[config.mk]
export PLATFORM = sky130hd
export DESIGN_NAME = isaac_ctrl
export DESIGN_NICKNAME = d
export VERILOG_FILES = /design/src/design/isaac_pkg.sv /design/src/design/isaac_ctrl.sv
export SDC_FILE = /design/constraint.sdc
export NUM_CORES = 1
export LEC_CHECK = 0
export BUFFER_PORTS_ARGS = -buffer_cell sky130_fd_sc_hd__clkbuf_2
export CORE_UTILIZATION = 51
export DETAILED_ROUTE_END_ITERATION = 8
export PLACE_DENSITY = 0.76
export RECOVER_POWER = 25
export SLEW_MARGIN = 20
export SYNTH_ARGS = -nofsm -noshare
export SYNTH_HDL_FRONTEND = slang
export SYNTH_SLANG_ARGS = --single-unit
[constraint.sdc]
create_clock -name i_clk -period 1.7 [get_ports i_clk]
set_input_delay 0.34 -clock i_clk [delete_from_list [all_inputs] [get_ports i_clk]]
set_output_delay 0.34 -clock i_clk [all_outputs]
set_load 0.02 [all_outputs]
[src/design/isaac_pkg.sv]
// Shared types, constants and helper functions of the ISAAC generator.
`default_nettype none

package isaac_pkg;

    localparam int POOL_LOG2 = 8;
    localparam int POOL_SIZE = 1 << POOL_LOG2;

    typedef logic [POOL_LOG2-1:0] t_addr;
    typedef logic [31:0]          t_word;

    localparam t_addr HALF_OFS  = t_addr'(POOL_SIZE / 2);
    localparam t_addr BLK_STEP  = t_addr'(8);
    localparam t_addr LAST_BLK  = t_addr'(POOL_SIZE - 8);
    localparam t_addr LAST_IDX  = t_addr'(POOL_SIZE - 1);
    localparam t_word GOLDEN    = 32'h9e3779b9;

    typedef enum logic [1:0] {
        CMD_LOAD   = 2'd0,
        CMD_INIT   = 2'd1,
        CMD_REFILL = 2'd2,
        CMD_READ   = 2'd3
    } t_cmd;

    typedef enum logic [2:0] {
        ST_IDLE,
        ST_OUT,
        ST_SCR,
        ST_FADD,
        ST_FMIX,
        ST_FWR,
        ST_BSTART,
        ST_BATCH
    } t_state;

    typedef enum logic [3:0] {
        DP_NOP,
        DP_LOAD,
        DP_READ,
        DP_INIT_CLR,
        DP_MIX,
        DP_FILL_ADD,
        DP_FILL_WR,
        DP_BSTART,
        DP_STEP
    } t_dp_op;

    typedef struct packed {
        t_dp_op      op;
        logic [2:0]  row;
        logic        src_pool;
        logic        rd_en;
        logic        add_en;
        t_addr       addr;
        logic [1:0]  phase;
    } t_dp_cmd;

    function automatic t_word mix_shift(input logic [2:0] row, input t_word v);
        t_word r;
        case (row)
            3'd0:    r = v << 11;
            3'd1:    r = v >> 2;
            3'd2:    r = v << 8;
            3'd3:    r = v >> 16;
            3'd4:    r = v << 10;
            3'd5:    r = v >> 4;
            3'd6:    r = v << 8;
            default: r = v >> 9;
        endcase
        return r;
    endfunction

    function automatic t_word step_shift(input logic [1:0] ph, input t_word v);
        t_word r;
        case (ph)
            2'd0:    r = v << 13;
            2'd1:    r = v >> 6;
            2'd2:    r = v << 2;
            default: r = v >> 16;
        endcase
        return r;
    endfunction

endpackage

`default_nettype wire

[src/design/isaac_ctrl.sv]
// Controller state machine of the ISAAC generator: command decode and sequencing.
`default_nettype none

module isaac_ctrl import isaac_pkg::*; (
    input  wire         i_clk,
    input  wire         i_rst_n,
    input  wire         i_s_tvalid,
    input  wire  [1:0]  i_cmd,
    input  wire         i_use_seed,
    input  wire         i_m_tready,
    output logic        o_s_tready,
    output logic        o_m_tvalid,
    output t_dp_cmd     o_dp_cmd
);

    t_state     r_state, n_state;
    logic [2:0] r_row, n_row;
    logic [1:0] r_rnd, n_rnd;
    logic [3:0] r_j, n_j;
    t_addr      r_fa, n_fa;
    logic       r_pass, n_pass;
    logic       r_seeded, n_seeded;
    t_addr      r_i, n_i;
    logic [1:0] r_ph, n_ph;

    always_ff @(posedge i_clk) begin
        if (!i_rst_n) begin
            r_state  <= ST_IDLE;
            r_row    <= '0;
            r_rnd    <= '0;
            r_j      <= '0;
            r_fa     <= '0;
            r_pass   <= 1'b0;
            r_seeded <= 1'b0;
            r_i      <= '0;
            r_ph     <= '0;
        end else begin
            r_state  <= n_state;
            r_row    <= n_row;
            r_rnd    <= n_rnd;
            r_j      <= n_j;
            r_fa     <= n_fa;
            r_pass   <= n_pass;
            r_seeded <= n_seeded;
            r_i      <= n_i;
            r_ph     <= n_ph;
        end
    end

    always_comb begin
        n_state  = r_state;
        n_row    = r_row;
        n_rnd    = r_rnd;
        n_j      = r_j;
        n_fa     = r_fa;
        n_pass   = r_pass;
        n_seeded = r_seeded;
        n_i      = r_i;
        n_ph     = r_ph;
        o_s_tready        = 1'b0;
        o_m_tvalid        = 1'b0;
        o_dp_cmd          = '0;
        o_dp_cmd.op       = DP_NOP;
        o_dp_cmd.row      = r_row;
        o_dp_cmd.src_pool = r_pass;
        o_dp_cmd.addr     = r_fa + t_addr'(r_j[2:0]);
        o_dp_cmd.phase    = r_ph;
        case (r_state)
            ST_IDLE: begin
                o_s_tready = 1'b1;
                if (i_s_tvalid) begin
                    case (t_cmd'(i_cmd))
                        CMD_LOAD: begin
                            o_dp_cmd.op = DP_LOAD;
                        end
                        CMD_INIT: begin
                            o_dp_cmd.op = DP_INIT_CLR;
                            n_seeded    = i_use_seed;
                            n_row       = '0;
                            n_rnd       = '0;
                            n_state     = ST_SCR;
                        end
                        CMD_REFILL: begin
                            n_state = ST_BSTART;
                        end
                        default: begin
                            o_dp_cmd.op = DP_READ;
                            n_state     = ST_OUT;
                        end
                    endcase
                end
            end
            ST_OUT: begin
                o_m_tvalid = 1'b1;
                if (i_m_tready) begin
                    n_state = ST_IDLE;
                end
            end
            ST_SCR: begin
                o_dp_cmd.op = DP_MIX;
                n_row       = r_row + 3'd1;
                if (r_row == 3'd7) begin
                    n_rnd = r_rnd + 2'd1;
                    if (r_rnd == 2'd3) begin
                        n_fa    = '0;
                        n_pass  = 1'b0;
                        n_j     = '0;
                        n_state = r_seeded ? ST_FADD : ST_FMIX;
                    end
                end
            end
            ST_FADD: begin
                o_dp_cmd.op     = DP_FILL_ADD;
                o_dp_cmd.rd_en  = !r_j[3];
                o_dp_cmd.add_en = (r_j != 4'd0);
                n_j             = r_j + 4'd1;
                if (r_j == 4'd8) begin
                    n_j     = '0;
                    n_row   = '0;
                    n_state = ST_FMIX;
                end
            end
            ST_FMIX: begin
                o_dp_cmd.op = DP_MIX;
                n_row       = r_row + 3'd1;
                if (r_row == 3'd7) begin
                    n_j     = '0;
                    n_state = ST_FWR;
                end
            end
            ST_FWR: begin
                o_dp_cmd.op = DP_FILL_WR;
                n_j         = r_j + 4'd1;
                if (r_j == 4'd7) begin
                    n_j  = '0;
                    n_fa = r_fa + BLK_STEP;
                    if (r_fa == LAST_BLK) begin
                        if (r_seeded && !r_pass) begin
                            n_pass  = 1'b1;
                            n_state = ST_FADD;
                        end else begin
                            n_state = ST_BSTART;
                        end
                    end else begin
                        n_state = r_seeded ? ST_FADD : ST_FMIX;
                    end
                end
            end
            ST_BSTART: begin
                o_dp_cmd.op = DP_BSTART;
                n_i         = '0;
                n_ph        = '0;
                n_state     = ST_BATCH;
            end
            ST_BATCH: begin
                o_dp_cmd.op   = DP_STEP;
                o_dp_cmd.addr = r_i;
                n_ph          = r_ph + 2'd1;
                if (r_ph == 2'd3) begin
                    n_i = r_i + t_addr'(1);
                    if (r_i == LAST_IDX) begin
                        n_state = ST_IDLE;
                    end
                end
            end
            default: begin
                n_state = ST_IDLE;
            end
        endcase
    end

    a_read_to_out: assert property (@(posedge i_clk) disable iff (!i_rst_n)
        (r_state == ST_IDLE && i_s_tvalid && i_cmd == CMD_READ) |=> o_m_tvalid)
        else $error("Accepted read did not present a result word.");

    a_bstart_seq: assert property (@(posedge i_clk) disable iff (!i_rst_n)
        (r_state == ST_BSTART) |=> (r_state == ST_BATCH && r_i == '0 && r_ph == 2'd0))
        else $error("Batch did not start at index zero.");

    a_batch_hold: assert property (@(posedge i_clk) disable iff (!i_rst_n)
        (r_state == ST_BATCH && r_ph != 2'd3) |=> (r_state == ST_BATCH && $stable(r_i)))
        else $error("Batch step left before its last phase.");

    a_fill_align: assert property (@(posedge i_clk) disable iff (!i_rst_n)
        (r_state == ST_FADD || r_state == ST_FWR) |-> (r_fa[2:0] == 3'd0))
        else $error("Fill block base is not aligned.");

endmodule

`default_nettype wire

-- After elaboration in Yosys (flattened, before gate mapping)
Cells that the tools add are included.
- $add $sub $neg: 7
- equality and inequality tests: 29
- reductions and logical operators: 20
- mux-type cells: 48
- operator list (cell ; number):
    $mux 3 ; 15
    $mux 8 ; 5
    $pmux 8 s2 ; 2
    $ne 2x2->1 const B ; 12
    $pmux 3 s8 ; 1
    $pmux 4 s6 ; 1
    $mux 4 ; 5
    $pmux 3 s3 ; 2
    $eq 8x8->1 const B ; 2
    $pmux 4 s4 ; 1
    $reduce_and 4->1 ; 4
    $eq 3x3->1 const B ; 5
    $mux 2 ; 5
    $reduce_and 10->1 ; 1
    $add 8x1->8 const B ; 1
    $add 8x3->8 ; 1
    $add 8x4->8 const B ; 1
    $pmux 2 s2 ; 2
    $reduce_bool 4->1 ; 2
    $mux 1 ; 7
    $eq 2x2->1 const B ; 3
    $eq 3x2->1 const B ; 2
    $pmux 2 s3 ; 1
    $reduce_and 6->1 ; 1
    other kinds (18) ; 22
- input port bits: 7
- output and inout port bits: 22
- register bits: 32

-- Depth between registers and ports, before layout
Gate-level depths: netlist of the first run.
- word-level depth: 6
- gate-level depth with buffers: 7
- gate-level depth less buffers: 7

-- Worst setup path after synthesis of the first run
Ideal clock, no wire load.
- path type: flip-flop to output port
- start point: register r_state[0]
- end point: output o_dp_cmd[16] (netlist bit)
- slack: -0.166 ns
- stages on the path, launching flop included: 8
- path buffers: 3
- arrival time: 1.526 ns
- cell sequence: dfxtp_1 buf_4 clkbuf_1 clkbuf_1 nand2_1 o41ai_1 nor2_1 a21oi_1
- RTL lines (what ; RTL line ; RTL):
    start: declaration ; isaac_ctrl.sv:16 ; t_state r_state, n_state;
    start signal: assignment ; isaac_ctrl.sv:38 ; r_state <= n_state;
    end: declaration ; isaac_ctrl.sv:13 ; output t_dp_cmd o_dp_cmd

==> results of run 1 <==
==> cell families after synthesis <==
logic type / Yosys count
adder cells (fa/ha/maj): 12
buffers and inverters: 24
XOR/XNOR: 9
multiplexers: 5
flip-flops: 29
AO/OA/AOI/OAI: 54
AND/OR/NAND/NOR: 112
==> tightest hold or removal path, stage by stage <==
cell and delay (ps):
clkbuf_2 70, mux2i_1 50, nor2_1 70
==> power by group through the flow <==
stage,clock network [mW],registers [mW],logic [mW]
floorplan,0,0.792,0.838
global placement,0,0.827,1.16
detailed placement,0,0.827,1.17
CTS,0.615,0.821,1.46
global route,0.641,0.832,1.95
finish,0.617,0.825,1.86
==> cell usage after synthesis, drive strengths merged, types with 2 or more instances <==
cell type / count
nand2: 40
nor2: 34
dfxtp: 29
a21oi: 14
ha: 12
o21ai: 12
inv: 11
nand3: 8
buf: 7
a22oi: 6
clkbuf: 6
a31oi: 5
mux2i: 5
nand2b: 5
xor2: 5
and3: 4
nor3: 4
xnor2: 4
a311oi: 3
nand3b: 3
or3: 3
a211oi: 2
and2b: 2
nand4: 2
nor2b: 2
nor3b: 2
o21a: 2
==> per-layer routing <==
layer	up-vias	track usage [%]	routed length (um)
met1	984	35.7	2500
met3	36	6.20	391
met2	106	45.8	2910
met4	0	11.9	239
li1	984	-	-
met5	-	0	0
==> cell type report <==
cell class	instances	share of cell area [%]
Tap cell	46	2.14
Sequential cell	29	22.5
Clock buffer	7	2.05
Clock inverter	1	1.12
Timing Repair inverter	1	0.279
Multi-Input combinational cell	192	50.7
Timing Repair Buffer	66	19.3
Inverter	11	1.95
==> what timing repair did <==
item	CTS	global route
resized for setup	31	46
pin swaps	4	14
setup endpoints to repair	16	23
cloned	2	0
hold buffers	0	0
buffers inserted	9	8
==> flip-flops by register name, indices dropped and copies added, names as in the netlist <==
register  count
r_ph          2
r_fa          5
r_row         3
r_rnd         2
r_i           8
r_state       3
r_j           4
r_pass        1
r_seeded      1
==> worst paths after layout <==
| path | startpoint | end | slack, ps | cells past startpoint |
|---|---|---|---|---|
| hold reg to reg | r_rnd[1] | r_rnd[1] | 510 | 2 |
| setup / recovery | r_state[1] | o_dp_cmd[16] | -200 | 5 |
| hold / removal | i_use_seed | r_seeded | 230 | 3 |
| setup reg to reg | r_state[1] | r_state[2] | -150 | 9 |
==> metrics by stage <==
stage / std cells / hold slack (ps) / instance area [um2] / setup slack (ps)
2_1_floorplan: 245 / 458 / 1900 / -80.4
3_3_place_gp: 326 / 486 / 2190 / 44.8
3_5_place_dp: 326 / 504 / 2190 / 14.3
4_1_cts: 345 / 228 / 2470 / -160
5_1_grt: 353 / 262 / 2690 / -243
6_report: 353 / 230 / 2690 / -201
==> impl_metrics.py, run 1 <==
metrics = {
    "timing": {
        "final-setup-viol-count": 17,
        "fin_skew_ps": 12.3,
        "worstMarginPinSlew_ps": 425,
        "period_share_pct": 112,
        "slew_headroom_pct": 71.5,
        "final_hold_viol_count": 0,
        "finalCriticalPeriod_ps": 1900,
        "setup_tns_ps": -1200,
        "slew_viol_final": 0,
        "rsz0062_at_grt": "true",
        "max_freq_mhz": 526,
        "worst_slack_ps": -201,
    },
    "critical_path": {
        "critPathMaxStageDelay_ps": 380,
        "cp.required_ps": 1360,
        "startpoint_type": "flip-flop",
        "path_delay_family": "compound AO/OA/AOI/OAI gates",
        "slowest_stage": "dfxtp_4",
        "path_cells": "nand2b_4, o41ai_4, nor2_1, a21oi_2, clkbuf_8",
        "crit_path_end_kind": "output port",
        "critPathKind": "reg2out",
        "cp.arrival_ps": 1560,
        "path_max_fanout": 6,
        "path_buf_inv": 1,
    },
    "cts": {
        "cts_sinks": 29,
        "cts_tree": "yes",
        "ctsRootBufferMaster": "clkbuf_4",
        "h-tree-depth": 2,
        "path_clk_slew_ps": 100,
        "clk_path_buf_depth": 2,
        "clk_latency_ps": 350,
        "numCtsBuffers": 5,
    },
    "yosys": {
        "synth_xor_area_share_pct": 4.21,
        "synthArstFlopShare_pct": 0,
        "synth_seq_cells": 29,
        "yosys_warnings": 0,
        "seq_area_frac_synth_pct": 31.0,
        "syn-num-nets": 264,
        "syn_area_um2": 1870,
        "synth-simple-area-share_pct": 29.2,
        "synth-adder-area-share_pct": 8.02,
        "synth-compound-area-share_pct": 19.0,
        "synth_area_leaders": "dfxtp_1 31%, ha_1 8.0%, nand2_1 7.8%",
        "synth_edf_count": 0,
        "synth_top_area_share_pct": 31.0,
        "synth_top_cell_by_area": "dfxtp_1",
        "synth_ff_type": "dfxtp_1",
        "avgSynthCellArea_um2": 7.65,
        "muxShareOfSynthArea_pct": 2.67,
        "synthesis.instances": 245,
        "synth_top_family_by_area": "simple AND/OR/NAND/NOR gates",
        "ys_types": 48,
    },
    "final_layout": {
        "final_cell_mix": "34 x nand2_1, 33 x buf_4, 32 x nor2_1",
        "final_common_cell": "nand2_1",
        "finish.utilization_pct": 78.8,
        "drive_gt1_share_pct": 41.0,
        "final-seq-area_um2": 604,
        "multi_input_area_um2": 1360,
        "fillers": 225,
        "finalNetCount": 325,
        "antennaDiodeCount": 0,
        "area_growth_pct": 43.7,
    },
    "routing": {
        "dr.pass1.iters": 5,
        "postRouteAntennaNets": 0,
        "viasPerCell": 5.98,
        "routedWlPerCell_um": 17.1,
        "vias": 2110,
        "drt_iter0_markers": 194,
        "drcViolationCount": 0,
        "postRouteWirelength_um": 6040,
    },
    "die": {
        "io-pin-count": 29,
        "core_area_um2": 3420,
        "rows": 21,
        "die-area_um2": 3920,
        "initial_utilization_pct": 54.8,
        "die_w_um": 62.6,
        "die_h_um": 62.6,
    },
    "pwr": {
        "total_power_mw": 3.31,
        "clkPwrFrac_pct": 18.7,
        "irDropWorstVdd_mv": 0.989,
        "powerDensity_nw_per_um2": 1230,
        "seq_power_share_pct": 25.0,
        "swShare_pct": 39.6,
        "p_comb_share_pct": 56.4,
        "p_int_mw": 2.00,
        "p_leak_nw": 1.15,
        "power.switching_mw": 1.31,
    },
    "hold_path": {
        "holdCritPathClass": "in2reg",
    },
    "grt": {
        "grt_antenna_before_repair": 0,
        "overflow": 0,
        "grt_start_max_net_pins": 12,
        "grt_pass1_wl_um": 8740,
        "grt_use_total_pct": 28.2,
        "grt_pass1_vias": 1877,
    },
    "placement": {
        "hpwl_um": 3390,
        "port_buffers": 28,
        "routabilityCongestion": 0.856,
    },
    "run_status": {
        "violations": "setup timing",
        "status": "finished, violations left",
    },
    "run": {
        "drv.max_cap_violation_count": 0,
    },
}
No activity file was read; power rests on OpenSTA's default activity.
==> inputs of run 2 (changes only) <==
- CORE_UTILIZATION: 51 -> 30
- PLACE_DENSITY: 0.76 -> default
==> run 2 against run 1 <==
  * The flow still finishes with violations (setup timing)
  * Clock skew fell by 5.5 ps
  * Hold slack better by 61 ps
  * Count of clock-buffer cells in the layout shrank 2
  * Sequential cell count did not move
  * Cell area decreased by 3.0%
  * Cell count up 6.5%
  * Clock power decreased by 6.2%
  * Highest routed layer unchanged
==> impl_metrics.py, run 2 (same netlist as run 1, synthesis figures left out) <==
metrics = {
    "run_status": {
        "status": "finished, violations left",
        "violations": "setup timing",
    },
    "final_layout": {
        "top_regs": "r_i: 8 flops, r_fa: 5 flops, r_j: 4 flops",
        "antennaDiodeCount": 0,
        "final_cell_mix": "36 x nand2_1, 32 x nor2_1, 30 x buf_4",
        "fillers": 617,
        "finish.utilization_pct": 43.8,
        "drive_gt1_share_pct": 38.2,
        "final_common_cell": "nand2_1",
        "finalNetCount": 319,
        "area_growth_pct": 39.3,
        "largest_reg_flops": 8,
        "final_cells": 376,
        "regMostFlops": "r_i",
    },
    "hold_path": {
        "holdPathEnd": "r_seeded",
        "holdCritPathClass": "in2reg",
        "holdPathStages": 3,
        "hp-start": "i_use_seed",
    },
    "routing": {
        "viasPerCell": 5.10,
        "dr.pass1.iters": 4,
        "postRouteAntennaNets": 0,
        "postRouteWirelength_um": 5240,
        "drcViolationCount": 0,
        "vias": 1916,
        "drt_iter0_markers": 106,
        "routedWlPerCell_um": 13.9,
    },
    "die": {
        "rows": 28,
        "die_h_um": 81.0,
        "die-area_um2": 6560,
        "initial_utilization_pct": 31.4,
        "core_area_um2": 5960,
        "io-pin-count": 29,
        "die_w_um": 81.0,
    },
    "placement": {
        "hpwl_um": 3620,
        "port_buffers": 28,
        "routabilityCongestion": 0.806,
        "dp_cells": 355,
    },
    "critical_path": {
        "ff2ff_setup_slack_ps": 20,
        "reg2reg_to": "r_state[2]",
        "startpoint_type": "flip-flop",
        "cp.arrival_ps": 1410,
        "cp.required_ps": 1360,
        "r2r-start": "r_j[0]",
        "critPathKind": "reg2out",
        "path_max_fanout": 6,
        "r2r_cells": 6,
        "crit_path_end_kind": "output port",
    },
    "timing": {
        "period_share_pct": 103,
        "final-setup-viol-count": 1,
        "slew_headroom_pct": 72.3,
        "worstMarginPinSlew_ps": 412,
        "rsz0062_at_grt": "true",
        "fin_skew_ps": 6.77,
        "slew_viol_final": 0,
        "final_hold_viol_count": 0,
        "finalCriticalPeriod_ps": 1750,
        "max_freq_mhz": 572,
        "worst_slack_ps": -48.5,
    },
    "pwr": {
        "p_comb_share_pct": 53.6,
        "powerDensity_nw_per_um2": 1160,
        "clkPwrFrac_pct": 19.2,
        "p_leak_nw": 1.09,
        "seq_power_share_pct": 27.2,
        "irDropWorstVdd_mv": 0.659,
        "swShare_pct": 40.7,
        "p_int_mw": 1.79,
        "power.switching_mw": 1.23,
    },
    "cts": {
        "numCtsBuffers": 5,
        "clk_latency_ps": 290,
        "cts_tree": "yes",
        "clk_path_buf_depth": 2,
        "ctsRootBufferMaster": "clkbuf_8",
        "cts_sinks": 29,
        "h-tree-depth": 2,
        "path_clk_slew_ps": 70,
    },
    "grt": {
        "grt_pass1_vias": 1860,
        "grt_antenna_before_repair": 0,
        "overflow": 0,
        "grt_use_total_pct": 16.8,
        "grt_start_max_net_pins": 13,
        "grt_pass1_wl_um": 8570,
    },
    "run": {
        "drv.max_cap_violation_count": 0,
    },
}
-- run 2: area by class of cell --
type                       count  area, um2  share of cell area, %
timing repair buffer          60        443                   17.0
clock inverter                 3       17.5                  0.671
clock buffer                   5       68.8                   2.64
sequential                    29        602                   23.1
inverter                      11       50.0                   1.92
tap                           75       93.8                   3.60
multi-input combinational    192       1330                   50.9
timing repair inverter         1       7.51                  0.288
-- run 2: what timing repair did --
item,CTS,global route
gates resized for setup,27,40
buffers inserted,7,5
gates cloned,1,0
endpoints found under the setup margin,13,23
hold buffers,0,0
pin swaps,2,7
endpoints found under the hold margin,0,0
-- run 2: power groups by stage --
stage / logic (mW) / registers, mW / clock network, mW
after floorplan: 0.838 / 0.792 / 0
after global placement: 1.20 / 0.802 / 0
after detailed placement: 1.21 / 0.802 / 0
after CTS: 1.41 / 0.809 / 0.595
after global routing: 1.74 / 0.827 / 0.637
final: 1.62 / 0.822 / 0.579
-- run 2: worst max-delay path, cell delays in order (launching register included) --
cell and delay [ps]:
dfxtp_4 370, nand2b_4 150, o41ai_2 260, nor2_1 80
a21oi_2 110, clkbuf_8 150
-- run 2: worst max path at each step --
stage / from / endpoint / slack (ps) / depth (start not counted)
floorplan: r_state[0] / o_dp_cmd[16] / -80 / 7
global placement: i_cmd[0] / o_dp_cmd[16] / 30 / 6
finish: r_state[1] / o_dp_cmd[16] / -50 / 5
global route: i_cmd[0] / o_dp_cmd[16] / -90 / 8
detailed placement: i_cmd[0] / o_dp_cmd[16] / 2 / 6
CTS: r_state[1] / o_dp_cmd[16] / -60 / 5
-- run 2: metal layers --
layer / up-vias / part of all wire, % / track usage (%) / wire length (um)
met5: - / 0 / 0 / 0
met2: 27 / 47 / 27.5 / 2490
met1: 917 / 48 / 21.4 / 2500
met3: 7 / 3.2 / 3.82 / 168
li1: 965 / - / - / -
met4: 0 / 1.7 / 6.43 / 89
-- run 2: stage by stage --
step	hold slack, ps	cell area, um2	power [mW]	setup slack (ps)	setup TNS [ps]
2_1_floorplan	458	1900	1.63	-80.4	-80.4
3_3_place_gp	482	2210	2.01	25.9	0
3_5_place_dp	490	2210	2.01	1.53	0
4_1_cts	299	2450	2.82	-60.1	-60.1
5_1_grt	302	2610	3.20	-92.8	-452
6_report	292	2610	3.02	-48.5	-48.5
